<file path="config.mk">
export PLATFORM = sky130hd
export DESIGN_NAME = budgeted_frame_slot_allocator_top
export DESIGN_NICKNAME = d
export VERILOG_FILES = /design/src/design/bfsa_pkg.sv /design/src/design/budgeted_frame_slot_allocator_top.sv /design/src/design/bfsa_ctrl.sv /design/src/design/bfsa_dp.sv
export SDC_FILE = /design/constraint.sdc
export NUM_CORES = 2
export LEC_CHECK = 0
export BUFFER_PORTS_ARGS = -buffer_cell sky130_fd_sc_hd__buf_2
export CAP_MARGIN = 20
export CORE_ASPECT_RATIO = 0.9
export CORE_MARGIN = 5
export CORE_UTILIZATION = 61
export CTS_CLUSTER_DIAMETER = 60
export DETAILED_ROUTE_END_ITERATION = 10
export GPL_ROUTABILITY_DRIVEN = 1
export PLACE_DENSITY = 0.78
export SLEW_MARGIN = 20
export SYNTH_ARGS = -nofsm -noshare
export SYNTH_HDL_FRONTEND = slang
export SYNTH_SLANG_ARGS = --single-unit
export TNS_END_PERCENT = 30
</file>
<file path="constraint.sdc">
create_clock -name i_clk -period 11.6 [get_ports i_clk]
set_input_delay 0.58 -clock i_clk [delete_from_list [all_inputs] [get_ports i_clk]]
set_output_delay 0.58 -clock i_clk [all_outputs]
set_load 0.01 [all_outputs]
</file>
<file path="src/design/bfsa_pkg.sv">
// ----------------------------------------------------------------------------
// bfsa_pkg
// shared types, codes and constants of the frame slot allocator
// ----------------------------------------------------------------------------
package bfsa_pkg;

    localparam int MAX_SLOTS_DEF    = 16;
    localparam int MIN_SLOTS_DEF    = 2;
    localparam int HEADER_BYTES_DEF = 64;

    localparam int TOT_W  = 40;
    localparam int SIZE_W = 32;
    localparam int HOLD_W = 16;
    localparam logic [TOT_W-1:0] BUDGET_RESET = 40'd268435456;
    localparam logic [HOLD_W-1:0] HOLD_MAX = 16'hFFFF;

    localparam logic [1:0] MODE_ACQ     = 2'd0;
    localparam logic [1:0] MODE_ADD     = 2'd1;
    localparam logic [1:0] MODE_RELEASE = 2'd2;
    localparam logic [1:0] MODE_SHED    = 2'd3;

    localparam logic [1:0] ST_OK     = 2'd0;
    localparam logic [1:0] ST_NOSLOT = 2'd1;
    localparam logic [1:0] ST_BUDGET = 2'd2;
    localparam logic [1:0] ST_BAD    = 2'd3;

    // controller to datapath
    typedef struct packed {
        logic load;      // capture request, clear scan state
        logic scan;      // examine slot at scan index
        logic decide;    // settle acquire choice
        logic commit;    // apply grant
        logic evict_scan;
        logic evict_drop;
        logic shed;      // drop free slot at scan index
        logic simple;    // add or release hold
        logic finish;    // present result
    } t_cmd;

    // datapath to controller
    typedef struct packed {
        logic       scan_last;
        logic       reuse_hit;
        logic       over_budget;
        logic       refuse;  // acquire already answered
        logic       evict_found;
    } t_stat;

endpackage

</file>
<file path="src/design/budgeted_frame_slot_allocator_top.sv">
// ----------------------------------------------------------------------------
// budgeted_frame_slot_allocator_top
// frame buffer slot table under a byte budget
// ----------------------------------------------------------------------------
// channel   | handshake                     | payload
// request   | i_start / o_busy              | i_mode, i_byte_count, i_slot_number
// result    | o_done (one-cycle strobe)     | o_status .. o_allocated_total
// config    | psel/penable/pwrite/pready    | 40-bit budget limit at address 0
//
// acquire: scan the slots in use (stopping early on a reuse hit), decide, commit, then
//   eviction passes (scan, drop) while over budget and a free buffer is found, then done
// a refused acquire goes to done from scan (zero bytes) or from commit (no slot, budget)
// shed: one sweep of the slots in use, then done; add and release hold: done only
// result strobe in the cycle in which busy drops; results cannot be stalled
// synchronous reset clears the table and restores the budget limit
module budgeted_frame_slot_allocator_top #(
    parameter int MAX_SLOTS    = bfsa_pkg::MAX_SLOTS_DEF,
    parameter int MIN_SLOTS    = bfsa_pkg::MIN_SLOTS_DEF,
    parameter int HEADER_BYTES = bfsa_pkg::HEADER_BYTES_DEF
) (
    input  logic        i_clk,
    input  logic        i_rst_n,
    input  logic        i_start,
    output logic        o_busy,
    input  logic [1:0]  i_mode,
    input  logic [31:0] i_byte_count,
    input  logic [3:0]  i_slot_number,
    output logic        o_done,
    output logic [1:0]  o_status,
    output logic [3:0]  o_granted_slot,
    output logic [31:0] o_acquisition_id,
    output logic [31:0] o_buffer_id,
    output logic        o_slot_freed,
    output logic [39:0] o_allocated_total,
    input  logic        psel,
    input  logic        penable,
    input  logic        pwrite,
    input  logic [0:0]  paddr,
    input  logic [63:0] pwdata,
    output logic [63:0] prdata,
    output logic        pready
);

    localparam int ADDR_BUDGET = 0;

    bfsa_pkg::t_cmd  w_cmd;
    bfsa_pkg::t_stat w_stat;
    logic [bfsa_pkg::TOT_W-1:0] r_budget;
    logic w_pwr;

    assign pready = 1'b1;
    assign w_pwr = psel && penable && pwrite && pready;

    always_ff @(posedge i_clk) begin
        if (!i_rst_n) r_budget <= bfsa_pkg::BUDGET_RESET;
        else if (w_pwr && paddr == 1'(ADDR_BUDGET)) r_budget <= pwdata[bfsa_pkg::TOT_W-1:0];
    end

    assign prdata = (paddr == 1'(ADDR_BUDGET)) ? {24'd0, r_budget} : '0;

    bfsa_ctrl u_ctrl (
        .i_clk(i_clk), .i_rst_n(i_rst_n), .i_start(i_start), .i_mode(i_mode),
        .i_stat(w_stat), .o_cmd(w_cmd), .o_busy(o_busy)
    );

    bfsa_dp #(
        .MAX_SLOTS(MAX_SLOTS), .MIN_SLOTS(MIN_SLOTS), .HEADER_BYTES(HEADER_BYTES)
    ) u_dp (
        .i_clk(i_clk), .i_rst_n(i_rst_n), .i_cmd(w_cmd), .o_stat(w_stat),
        .i_mode(i_mode), .i_byte_count(i_byte_count), .i_slot_number(i_slot_number),
        .i_budget(r_budget), .o_done(o_done), .o_status(o_status),
        .o_granted_slot(o_granted_slot), .o_acquisition_id(o_acquisition_id),
        .o_buffer_id(o_buffer_id), .o_slot_freed(o_slot_freed),
        .o_allocated_total(o_allocated_total)
    );

    a_done_after_busy: assert property (@(posedge i_clk) disable iff (!i_rst_n)
        o_done |-> !o_busy) else $error("result strobe while busy");
    a_freed_ok: assert property (@(posedge i_clk) disable iff (!i_rst_n)
        o_done && o_slot_freed |-> o_status == bfsa_pkg::ST_OK)
        else $error("slot freed on failed request");
    a_start_busy: assert property (@(posedge i_clk) disable iff (!i_rst_n)
        i_start && !o_busy |=> o_busy) else $error("request not taken");

endmodule

</file>
<file path="src/design/bfsa_ctrl.sv">
// ----------------------------------------------------------------------------
// bfsa_ctrl
// sequencer: scan, decide, commit, evict passes, shed sweep
// ----------------------------------------------------------------------------
module bfsa_ctrl (
    input  logic            i_clk,
    input  logic            i_rst_n,
    input  logic            i_start,
    input  logic [1:0]      i_mode,
    input  bfsa_pkg::t_stat i_stat,
    output bfsa_pkg::t_cmd  o_cmd,
    output logic            o_busy
);

    localparam logic [2:0] S_IDLE  = 3'd0;
    localparam logic [2:0] S_SCAN  = 3'd1;
    localparam logic [2:0] S_DEC   = 3'd2;
    localparam logic [2:0] S_COMM  = 3'd3;
    localparam logic [2:0] S_ESCAN = 3'd4;
    localparam logic [2:0] S_EDROP = 3'd5;
    localparam logic [2:0] S_SHED  = 3'd6;
    localparam logic [2:0] S_DONE  = 3'd7;

    logic [2:0] r_state, n_state;

    always_ff @(posedge i_clk) begin
        if (!i_rst_n) r_state <= S_IDLE;
        else          r_state <= n_state;
    end

    always_comb begin
        n_state = r_state;
        o_cmd   = '0;
        case (r_state)
            S_IDLE: begin
                if (i_start) begin
                    o_cmd.load = 1'b1;
                    case (i_mode)
                        bfsa_pkg::MODE_ACQ:  n_state = S_SCAN;
                        bfsa_pkg::MODE_SHED: n_state = S_SHED;
                        default:             n_state = S_DONE;
                    endcase
                end
            end
            S_SCAN: begin
                o_cmd.scan = 1'b1;
                if (i_stat.refuse) n_state = S_DONE;
                else if (i_stat.scan_last || i_stat.reuse_hit) n_state = S_DEC;
            end
            S_DEC: begin
                o_cmd.decide = 1'b1;
                n_state = S_COMM;
            end
            S_COMM: begin
                if (i_stat.refuse) n_state = S_DONE;
                else begin
                    o_cmd.commit = 1'b1;
                    n_state = S_ESCAN;
                end
            end
            S_ESCAN: begin
                if (!i_stat.over_budget) n_state = S_DONE;
                else begin
                    o_cmd.evict_scan = 1'b1;
                    if (i_stat.scan_last) n_state = S_EDROP;
                end
            end
            S_EDROP: begin
                o_cmd.evict_drop = 1'b1;
                n_state = i_stat.evict_found ? S_ESCAN : S_DONE;
            end
            S_SHED: begin
                o_cmd.shed = 1'b1;
                if (i_stat.scan_last) n_state = S_DONE;
            end
            S_DONE: begin
                o_cmd.simple = 1'b1;
                o_cmd.finish = 1'b1;
                n_state = S_IDLE;
            end
            default: n_state = S_IDLE;
        endcase
    end

    assign o_busy = (r_state != S_IDLE);

endmodule

</file>
<file path="src/design/bfsa_dp.sv">
// ----------------------------------------------------------------------------
// bfsa_dp
// slot table registers, one slot examined per cycle
// ----------------------------------------------------------------------------
module bfsa_dp #(
    parameter int MAX_SLOTS    = bfsa_pkg::MAX_SLOTS_DEF,
    parameter int MIN_SLOTS    = bfsa_pkg::MIN_SLOTS_DEF,
    parameter int HEADER_BYTES = bfsa_pkg::HEADER_BYTES_DEF
) (
    input  logic                     i_clk,
    input  logic                     i_rst_n,
    input  bfsa_pkg::t_cmd           i_cmd,
    output bfsa_pkg::t_stat          o_stat,
    input  logic [1:0]               i_mode,
    input  logic [31:0]              i_byte_count,
    input  logic [3:0]               i_slot_number,
    input  logic [bfsa_pkg::TOT_W-1:0] i_budget,
    output logic                     o_done,
    output logic [1:0]               o_status,
    output logic [3:0]               o_granted_slot,
    output logic [31:0]              o_acquisition_id,
    output logic [31:0]              o_buffer_id,
    output logic                     o_slot_freed,
    output logic [bfsa_pkg::TOT_W-1:0] o_allocated_total
);

    localparam int IW = $clog2(MAX_SLOTS);
    localparam int CW = $clog2(MAX_SLOTS + 1);
    localparam int TW = bfsa_pkg::TOT_W;
    localparam logic [TW-1:0] HDR = TW'(HEADER_BYTES);
    localparam logic [CW-1:0] MAXC = CW'(MAX_SLOTS);
    localparam logic [CW-1:0] MINC = CW'(MIN_SLOTS);

    logic [CW-1:0]               r_used;
    logic [bfsa_pkg::HOLD_W-1:0] r_hold [MAX_SLOTS];
    logic [MAX_SLOTS-1:0]        r_pres;
    logic [31:0]                 r_size [MAX_SLOTS];
    logic [31:0]                 r_acq  [MAX_SLOTS];
    logic [31:0]                 r_gen  [MAX_SLOTS];
    logic [TW-1:0]               r_total;
    logic                        r_shed_rel;

    logic [1:0]    r_mode;
    logic [31:0]   r_bytes;
    logic [3:0]    r_sn;
    logic [IW-1:0] r_idx;
    logic [IW-1:0] r_chosen;
    logic          r_have_free, r_reuse, r_refuse, r_found;
    logic [CW-1:0] r_held;
    logic [1:0]    r_status;
    logic [TW-1:0] r_best;

    logic [31:0] sz_i;
    logic        free_i, last_i, in_tab;
    logic [TW-1:0] cost_i, cost_ch;

    assign sz_i   = r_size[r_idx];
    assign free_i = (r_hold[r_idx] == '0);
    assign cost_i = r_pres[r_idx] ? ({8'd0, sz_i} + HDR) : '0;
    assign cost_ch = r_pres[r_chosen] ? ({8'd0, r_size[r_chosen]} + HDR) : '0;
    assign last_i = ({1'b0, r_idx} + CW'(1) >= r_used) || (r_used == '0);
    assign in_tab = ({1'b0, r_sn} < {1'b0, r_used});

    assign o_stat.scan_last   = last_i;
    assign o_stat.reuse_hit   = r_reuse;
    assign o_stat.over_budget = r_total > i_budget;
    assign o_stat.refuse      = r_refuse;
    assign o_stat.evict_found = r_found;

    always_ff @(posedge i_clk) begin
        if (!i_rst_n) begin
            r_used <= '0;
            r_pres <= '0;
            r_total <= '0;
            r_shed_rel <= 1'b0;
            o_done <= 1'b0;
            for (int s = 0; s < MAX_SLOTS; s++) begin
                r_hold[s] <= '0;
                r_acq[s]  <= '0;
                r_gen[s]  <= '0;
            end
        end else begin
            o_done <= i_cmd.finish;
            if (i_cmd.load) begin
                r_mode <= i_mode; r_bytes <= i_byte_count; r_sn <= i_slot_number;
                r_idx <= '0; r_chosen <= '0; r_have_free <= 1'b0;
                r_reuse <= 1'b0; r_held <= '0; r_found <= 1'b0; r_best <= '0;
                r_status <= bfsa_pkg::ST_OK;
                r_refuse <= (i_mode == bfsa_pkg::MODE_ACQ) && (i_byte_count == '0);
                if ((i_mode == bfsa_pkg::MODE_ACQ) && (i_byte_count == '0))
                    r_status <= bfsa_pkg::ST_BAD;
                if (i_mode == bfsa_pkg::MODE_SHED) r_shed_rel <= 1'b1;
                o_granted_slot <= '0; o_acquisition_id <= '0;
                o_buffer_id <= '0; o_slot_freed <= 1'b0;
            end
            // the scan stops at the first exact-size free slot
            if (i_cmd.scan && !r_refuse && !r_reuse) begin
                if (r_used != '0) begin
                    if (!free_i) r_held <= r_held + CW'(1);
                    if (free_i && !r_have_free) begin
                        r_chosen <= r_idx; r_have_free <= 1'b1;
                    end
                    if (free_i && r_pres[r_idx] && sz_i == r_bytes) begin
                        r_chosen <= r_idx; r_reuse <= 1'b1;
                    end
                end
                if (!last_i) r_idx <= r_idx + IW'(1);
            end
            if (i_cmd.decide && !r_reuse) begin
                if (!r_have_free) begin
                    if (r_used >= MAXC) begin
                        r_refuse <= 1'b1; r_status <= bfsa_pkg::ST_NOSLOT;
                    end else begin
                        r_chosen <= r_used[IW-1:0];
                        r_used <= r_used + CW'(1);
                        if (r_total + {8'd0, r_bytes} + HDR > i_budget && r_held >= MINC) begin
                            r_refuse <= 1'b1; r_status <= bfsa_pkg::ST_BUDGET;
                        end
                    end
                end else if (r_total - cost_ch + {8'd0, r_bytes} + HDR > i_budget
                             && r_held >= MINC) begin
                    r_refuse <= 1'b1; r_status <= bfsa_pkg::ST_BUDGET;
                end
            end
            if (i_cmd.commit) begin
                if (!r_reuse) begin
                    r_pres[r_chosen] <= 1'b1;
                    r_size[r_chosen] <= r_bytes;
                    r_gen[r_chosen]  <= r_gen[r_chosen] + 32'd1;
                    r_total <= r_total - cost_ch + {8'd0, r_bytes} + HDR;
                    o_buffer_id <= r_gen[r_chosen] + 32'd1;
                end else o_buffer_id <= r_gen[r_chosen];
                r_shed_rel <= 1'b0;
                r_hold[r_chosen] <= bfsa_pkg::HOLD_W'(1);
                r_acq[r_chosen] <= r_acq[r_chosen] + 32'd1;
                o_acquisition_id <= r_acq[r_chosen] + 32'd1;
                o_granted_slot <= 4'(r_chosen);
                r_idx <= '0; r_found <= 1'b0; r_best <= '0;
            end
            // largest free buffer, lowest slot on ties
            if (i_cmd.evict_scan) begin
                if (free_i && r_pres[r_idx] && (!r_found || cost_i > r_best)) begin
                    r_found <= 1'b1; r_best <= cost_i; r_chosen <= r_idx;
                end
                if (!last_i) r_idx <= r_idx + IW'(1);
            end
            if (i_cmd.evict_drop) begin
                if (r_found) begin
                    r_pres[r_chosen] <= 1'b0;
                    r_total <= r_total - cost_ch;
                end
                r_idx <= '0; r_found <= 1'b0; r_best <= '0;
            end
            if (i_cmd.shed) begin
                if (r_used != '0 && free_i && r_pres[r_idx]) begin
                    r_pres[r_idx] <= 1'b0;
                    r_total <= r_total - cost_i;
                end
                if (!last_i) r_idx <= r_idx + IW'(1);
            end
            if (i_cmd.simple) begin
                if (r_mode == bfsa_pkg::MODE_ADD) begin
                    if (!in_tab || r_hold[IW'(r_sn)] == '0
                        || r_hold[IW'(r_sn)] >= bfsa_pkg::HOLD_MAX)
                        r_status <= bfsa_pkg::ST_BAD;
                    else r_hold[IW'(r_sn)] <= r_hold[IW'(r_sn)] + 16'd1;
                end else if (r_mode == bfsa_pkg::MODE_RELEASE) begin
                    if (!in_tab || r_hold[IW'(r_sn)] == '0)
                        r_status <= bfsa_pkg::ST_BAD;
                    else begin
                        r_hold[IW'(r_sn)] <= r_hold[IW'(r_sn)] - 16'd1;
                        if (r_hold[IW'(r_sn)] == 16'd1) begin
                            o_slot_freed <= 1'b1;
                            if (r_shed_rel && r_pres[IW'(r_sn)]) begin
                                r_pres[IW'(r_sn)] <= 1'b0;
                                r_total <= r_total - ({8'd0, r_size[IW'(r_sn)]} + HDR);
                            end
                        end
                    end
                end
            end
        end
    end

    always_comb begin
        o_status = r_status;
        o_allocated_total = r_total;
    end

endmodule

</file>
Yosys cells after proc, flatten, opt, wreduce, memory -nomap -nowiden
Memory sizes are Yosys's and may differ from the RTL's. A register that Yosys moved wholly into a read port is not among the register bits.
Cells that the tools add are included.
{ "classes": {"muxes": 171, "n_addsub": 18, "order_cmp": 15, "reduce_logical": 48, "n_eq_ne": 16, "bitwise_logic": 12} }
{ "op_table": {"columns": ["op", "count"], "rows": [
  ["40-bit two-way mux", 19],
  ["16-bit two-way mux", 18],
  ["32-bit two-way mux", 6],
  ["40-bit greater-than comparator", 4],
  ["4-bit two-way mux", 32],
  ["40-bit subtractor", 3],
  ["32-bit by 7-bit adder with 33-bit output, second input constant", 3],
  ["40-bit by 32-bit adder with 40-bit output", 2],
  ["40-bit by 7-bit adder with 40-bit output, second input constant", 2],
  ["32-bit by 1-bit adder with 32-bit output, second input constant", 2],
  ["32-bit OR reduction", 2],
  ["1-bit two-way mux", 63],
  ["16-bit AND", 3],
  ["16-bit inverter", 3],
  ["32-bit == test", 1],
  ["16-bit logical NOT", 2],
  ["32-bit logical NOT", 1],
  ["16-bit OR reduction", 2],
  ["2-bit two-way mux", 15],
  ["3-bit one-hot mux with 8 select lines", 1],
  ["5-bit two-way mux", 4],
  ["1-bit logical AND", 19],
  ["3-bit two-way mux", 6],
  ["16-bit by 1-bit adder with 16-bit output, second input constant", 1],
  ["other kinds (39)", 66]
]} }
{ "word_totals": {"mem_bits_rw": 1792, "regBits": 272, "mem_count": 4, "elab_cells": 307, "out_inout_bits": 178} }
{ "memory_table": {"columns": ["name", "depth", "width", "read_ports", "rd_clocked_by_memory_dff", "write_ports", "line_no", "source"], "rows": [
  ["u_dp.r_acq", 16, 32, 1, 1, 16, "bfsa_dp.sv:38", "logic [31:0] r_acq [MAX_SLOTS];"],
  ["u_dp.r_gen", 16, 32, 1, 1, 16, "bfsa_dp.sv:39", "logic [31:0] r_gen [MAX_SLOTS];"],
  ["u_dp.r_size", 16, 32, 3, 3, 1, "bfsa_dp.sv:37", "logic [31:0] r_size [MAX_SLOTS];"],
  ["u_dp.r_hold", 16, 16, 2, 2, 16, "bfsa_dp.sv:35", "logic [bfsa_pkg::HOLD_W-1:0] r_hold [MAX_SLOTS];"]
]} }

Logic depth before layout (Yosys ltp)
{ "logic_depth": {"word_depth": 23, "ltp_mapped": 51, "depth_no_buf": 42} }

Cells and area by module
From an unflattened synthesis, not the netlist that was laid out.
{ "unflattened": {"cells_unflattened": 8854, "area_unflattened_um2": 115022.8} }
{ "by_module_without_submodules": {"columns": ["module", "seq_area_each_um2", "cells_per_inst", "area_per_inst_um2", "n_inst"], "rows": [
  ["bfsa_dp", 60297.8, 8562, 112589.2, 1],
  ["budgeted_frame_slot_allocator_top", 800.8, 246, 2103.3, 1],
  ["bfsa_ctrl", 60.1, 46, 330.3, 1]
]} }

Worst setup path before layout
Ideal clock, no wire load.
{ "synth_timing": {"path_kind": "register to register", "start": "register with a tool-made name", "end": "register u_dp.r_status[1], in the netlist u_dp.o_status[1], data pin", "setup_slack_ns": 1.520, "arrival_time_ns": 9.820, "stages_incl_launch_ff": 50, "period_less_slack_ns": 10.080, "required_time_ns": 11.339, "cell_sequence": "dfxtp_1 -> buf_2 -> buf_6 -> buf_4 -> buf_6 -> buf_4 -> buf_4 -> buf_4 -> buf_4 -> buf_6 -> buf_4 -> buf_4 -> buf_2 -> mux4_2 -> mux4_2 -> nand2_1 -> ha_1 -> a211oi_1 -> [... 14 more ...] -> nor2_1 -> nor4b_1 -> nor4bb_1 -> clkbuf_1 -> a31o_2 -> and2_1 -> ha_1 -> nand3_1 -> nor2_1 -> nand2_1 -> nor3_1 -> nand4_1 -> o211ai_1 -> a21oi_1 -> o21ai_0 -> a311oi_1 -> a211oi_1 -> o21ai_0"} }
{ "synth_rtl": {"columns": ["item", "line_no", "source"], "rows": [
  ["end signal, assigned", "bfsa_dp.sv:88", "r_status <= bfsa_pkg::ST_OK;"],
  ["end signal, assigned", "bfsa_dp.sv:91", "r_status <= bfsa_pkg::ST_BAD;"],
  ["end signal, assigned", "bfsa_dp.sv:165", "r_status <= bfsa_pkg::ST_BAD;"],
  ["end, declared", "bfsa_dp.sv:50", "logic [1:0] r_status;"]
]} }

==> impl_table.tex <==
\begin{tabular}{lr}
\hline
Metric & Value \\
\hline
\multicolumn{2}{l}{\textbf{Synthesis}} \\
\quad Count of state elements after synthesis & roughly 2100 \\
\quad Library cell with the highest instance count after synthesis & edfxtp\_1 \\
\quad Count of different cell masters after synthesis & 98 \\
\quad Top flip-flop cell by instance count after synthesis & edfxtp\_1 \\
\quad Post-synth design cell area & between 100000 and 150000 um2 \\
\quad Mean area per synthesized cell & roughly 13 um2 \\
\quad Post-synthesis cell count & between 8000 and 9000 \\
\quad Leading post-synthesis cells by instance count & edfxtp\_1 (1958), nor2\_1 (1628), mux4\_2 (848), nand2\_1 (515), ha\_1 (405) \\
\quad Post-synth top area cell & edfxtp\_1 \\
\quad Syn. warnings & 0 \\
\quad Synth area leaders & edfxtp\_1 (51\%), mux4\_2 (17\%), nor2\_1 (5.3\%) \\
\quad Share of the yosys chip area belonging to registers & 0.535 \\
\quad Synth async-reset ratio & 0 \\
\quad Top cell type's share of synthesized area & 0.515 \\
\quad Number of flops mapped to enable cells by yosys & between 1500 and 2000 \\
\multicolumn{2}{l}{\textbf{CTS}} \\
\quad TritonCTS Sinks & between 2000 and 2500 \\
\quad Maximum number of buffers from clock root to sink & 3 \\
\quad TritonCTS clock tree & done \\
\quad Number of buffers added by the clock tree synthesis step & between 200 and 250 \\
\quad Clock transition at the registers of the reported paths & 0.06 ns \\
\quad Number of H-tree levels & 4 \\
\quad Clock root buffer & clkbuf\_16 \\
\quad Clk\_lat worst skew & $\sim$0.89 ns \\
\multicolumn{2}{l}{\textbf{Critical path}} \\
\quad Maximum net fanout on the critical path & just over 60 \\
\quad Critical path's slowest cell & dfxtp\_4 \\
\quad Critical path's largest stage delay & 1.02 ns \\
\quad Cell occurring most often along the worst timing path & o21ai\_0 \\
\quad CP startpoint kind & flop \\
\quad Crit Path Category & flop to flop \\
\quad Critical path endpoint category & flop \\
\quad Count of cells along the worst register-to-register path & 42 \\
\quad Data arrival time at the worst-slack endpoint & 11.77 ns \\
\quad Required @ worst endpoint & roughly 12 ns \\
\multicolumn{2}{l}{\textbf{Detailed routing}} \\
\quad Average wire per cell in the routed design & 31.5 um \\
\quad DRC violation count after routing & 0 \\
\quad Vias & between 80000 and 90000 \\
\quad Sum of routed wire length over all layers & 366000 um \\
\quad Router iterations before antenna repair & 6 \\
\quad Vias per inst & 7.13 \\
\quad Starting DRC count in detailed routing & between 10000 and 15000 \\
\quad Number of antenna-violating nets in the routed design & 0 \\
\multicolumn{2}{l}{\textbf{Power and ir drop}} \\
\quad Max IR drop VDD & 434 uV \\
\quad Power Total & roughly 32000 uW \\
\quad LEAKAGE & between 0.04 and 0.05 uW \\
\quad Power density relative to cell area & roughly 260 nW/um2 \\
\multicolumn{2}{l}{\textbf{Placement}} \\
\quad Final weighted congestion in routability-driven placement & 0.991 \\
\quad DP Cell Count & between 10000 and 15000 \\
\quad Pre-CTS setup slack & between 0.8 and 0.9 ns \\
\quad I/O Buffers & roughly 240 \\
\quad Post-detailed-placement half-perimeter wirelength & between 200000 and 250000 um \\
\quad Total placed instance area & 118000 um2 \\
\multicolumn{2}{l}{\textbf{STA}} \\
\quad Final setup fails & 0 \\
\quad RSZ-0062 raised after global routing & no \\
\quad Final-report hold violation count & 0 \\
\quad Layout Skew & 0.0781 ns \\
\quad Setup TNS & 0 ns \\
\quad Max-slew headroom & 0.130 \\
\quad Transition at the pin with the smallest max-transition slack & 1.30 ns \\
\quad Final Cycle Share & 0.963 \\
\quad Maximum clock frequency & 89.5 MHz \\
\quad Minimum clock period & between 10 and 15 ns \\
\quad Final slew viol count & 0 \\
\quad Post-route setup slack & about 0.43 ns \\
\multicolumn{2}{l}{\textbf{Cells and area}} \\
\quad Filler cell count in the final layout & around 12000 \\
\quad Ratio of cells with drive above 1 in the final layout & 0.201 \\
\quad Area of all placed cells without fillers & approximately 130000 um2 \\
\quad Layout Area Growth over Synthesis & 10.1\% \\
\quad Final instance count without filler cells & between 10000 and 15000 \\
\quad Layout Nets & 9425 \\
\multicolumn{2}{l}{\textbf{Global route}} \\
\quad Via count of the first global-routing pass & roughly 81000 \\
\quad Global-route wire length before repair & 532000 um \\
\quad Number of antenna violations at the first check in global routing & 6 \\
\quad Global-route congestion overflow total & 0 \\
\quad Largest net degree at the start of global routing & 121 \\
\quad Aggregate global-route resource usage & 0.368 \\
\multicolumn{2}{l}{\textbf{Min path}} \\
\quad Type of the tightest min-delay check & primary input to flop \\
\quad Worst Hold Path Cells & 1 \\
\multicolumn{2}{l}{\textbf{Die}} \\
\quad Die outline height & roughly 420 um \\
\quad Die extent in x & $\sim$470 um \\
\quad I/O pin count & 287 \\
\quad Std-Cell Rows & 150 \\
\quad Initial standard-cell utilization of the core & 0.614 \\
\quad Total Die Area & between 150000 and 200000 um2 \\
\quad Core footprint & about 190000 um2 \\
\multicolumn{2}{l}{\textbf{Job}} \\
\quad Number of max-cap violations & 0 \\
\multicolumn{2}{l}{\textbf{Status}} \\
\quad Status & complete, no violations \\
\hline
\end{tabular}
-- per-stage QoR --
| step | util | hold slack [ns] |
|---|---|---|
| 6_report | 0.677 | 0.0351 |
| 5_1_grt | 0.677 | 0.00792 |
| 4_1_cts | 0.675 | 0.0125 |
| 3_3_place_gp | 0.633 | 0.443 |
| 3_5_place_dp | 0.634 | 0.448 |
| 2_1_floorplan | - | 0.436 |
-- layout make-up --
| cell class | count | area (um2) | area share |
|---|---|---|---|
| Multi-Input combinational cell | 5880 | 50100 | 0.398 |
| Inverter | 225 | 845 | 0.00671 |
| Sequential cell | 2076 | 61200 | 0.486 |
| Timing Repair Buffer | 514 | 3680 | 0.0293 |
| Clock inverter | 131 | 1350 | 0.0107 |
| Antenna cell | 5 | 12.5 | 0.0000994 |
| Tap cell | 2508 | 3140 | 0.0249 |
| Clock buffer | 261 | 5500 | 0.0437 |
-- state kept, by name, summed over array words and instances, names as in the netlist, 5 cells and up, named ones only --
signal,count
r_budget,40
u_dp.o_acquisition_id,32
u_dp.o_allocated_total,40
u_dp.o_buffer_id,32
u_dp.r_acq,512
u_dp.r_best,40
u_dp.r_bytes,32
u_dp.r_gen,512
u_dp.r_held,5
u_dp.r_hold,256
u_dp.r_pres,16
u_dp.r_size,512
u_dp.r_used,5
-- placed cells by master (no fill, tap or decap), types with 110 or more instances in the layout --
master	Yosys	layout
nand2_1	515	496
a21o_1	113	113
mux2i_1	122	122
buf_4	80	184
nand3_1	173	163
buf_2	139	237
nor2_1	1628	1624
o21ai_0	197	181
xor2_1	137	110
mux4_2	848	848
a21oi_1	393	393
xnor2_1	207	197
inv_1	221	202
edfxtp_1	1958	1958
clkbuf_16	0	211
ha_1	405	405
-- critical path, delay by kind of cell (launching register included) --
family / cells / cell delay (ns)
XOR/XNOR: 2 / 0.32
flip-flops: 1 / 1.02
multiplexers: 3 / 1.59
AND/OR/NAND/NOR: 14 / 2.98
buffers and inverters: 3 / 0.57
adder cells (fa/ha/maj): 4 / 1.33
AO/OA/AOI/OAI: 16 / 2.91
-- logic make-up after synthesis --
logic type               synth area share
AO/OA/AOI/OAI                      0.0638
multiplexers                        0.181
adder cells (fa/ha/maj)            0.0452
buffers and inverters              0.0333
AND/OR/NAND/NOR                     0.114
other                           0.0000657
XOR/XNOR                           0.0277
flip-flops                          0.535
-- timing repair --
item / CTS / global route
setup endpoints to repair: 0 / 2
gates resized for setup: 0 / 1
setup buffers: 0 / 1
hold endpoints to repair: 78 / 0
hold buffers: 75 / 0
-- power by group --
part / switching, uW / total [uW] / internal, uW
clock: 3070 / 6780 / 3720
combinational: 9840 / 16500 / 6660
sequential: 554 / 9160 / 8610
-- per-layer routing --
layer  share of wire  up-vias  GRT usage
li1                -    33600          -
met1            0.34    40600      0.485
met2            0.45     7179      0.564
met3            0.15     1335      0.112
met4           0.059        4      0.179
met5        0.000082        -          0
-- worst paths after layout --
path / start / end / slack (ns)
setup / recovery: flop / u_dp.o_status[1] / 0.43
setup reg to reg: flop / u_dp.o_status[1] / 0.43
hold reg to reg: r_budget[30] / r_budget[30] / 0.45
hold / removal: i_byte_count[15] / u_dp.r_bytes[15] / 0.04
Power figures use the tool's default switching activity.
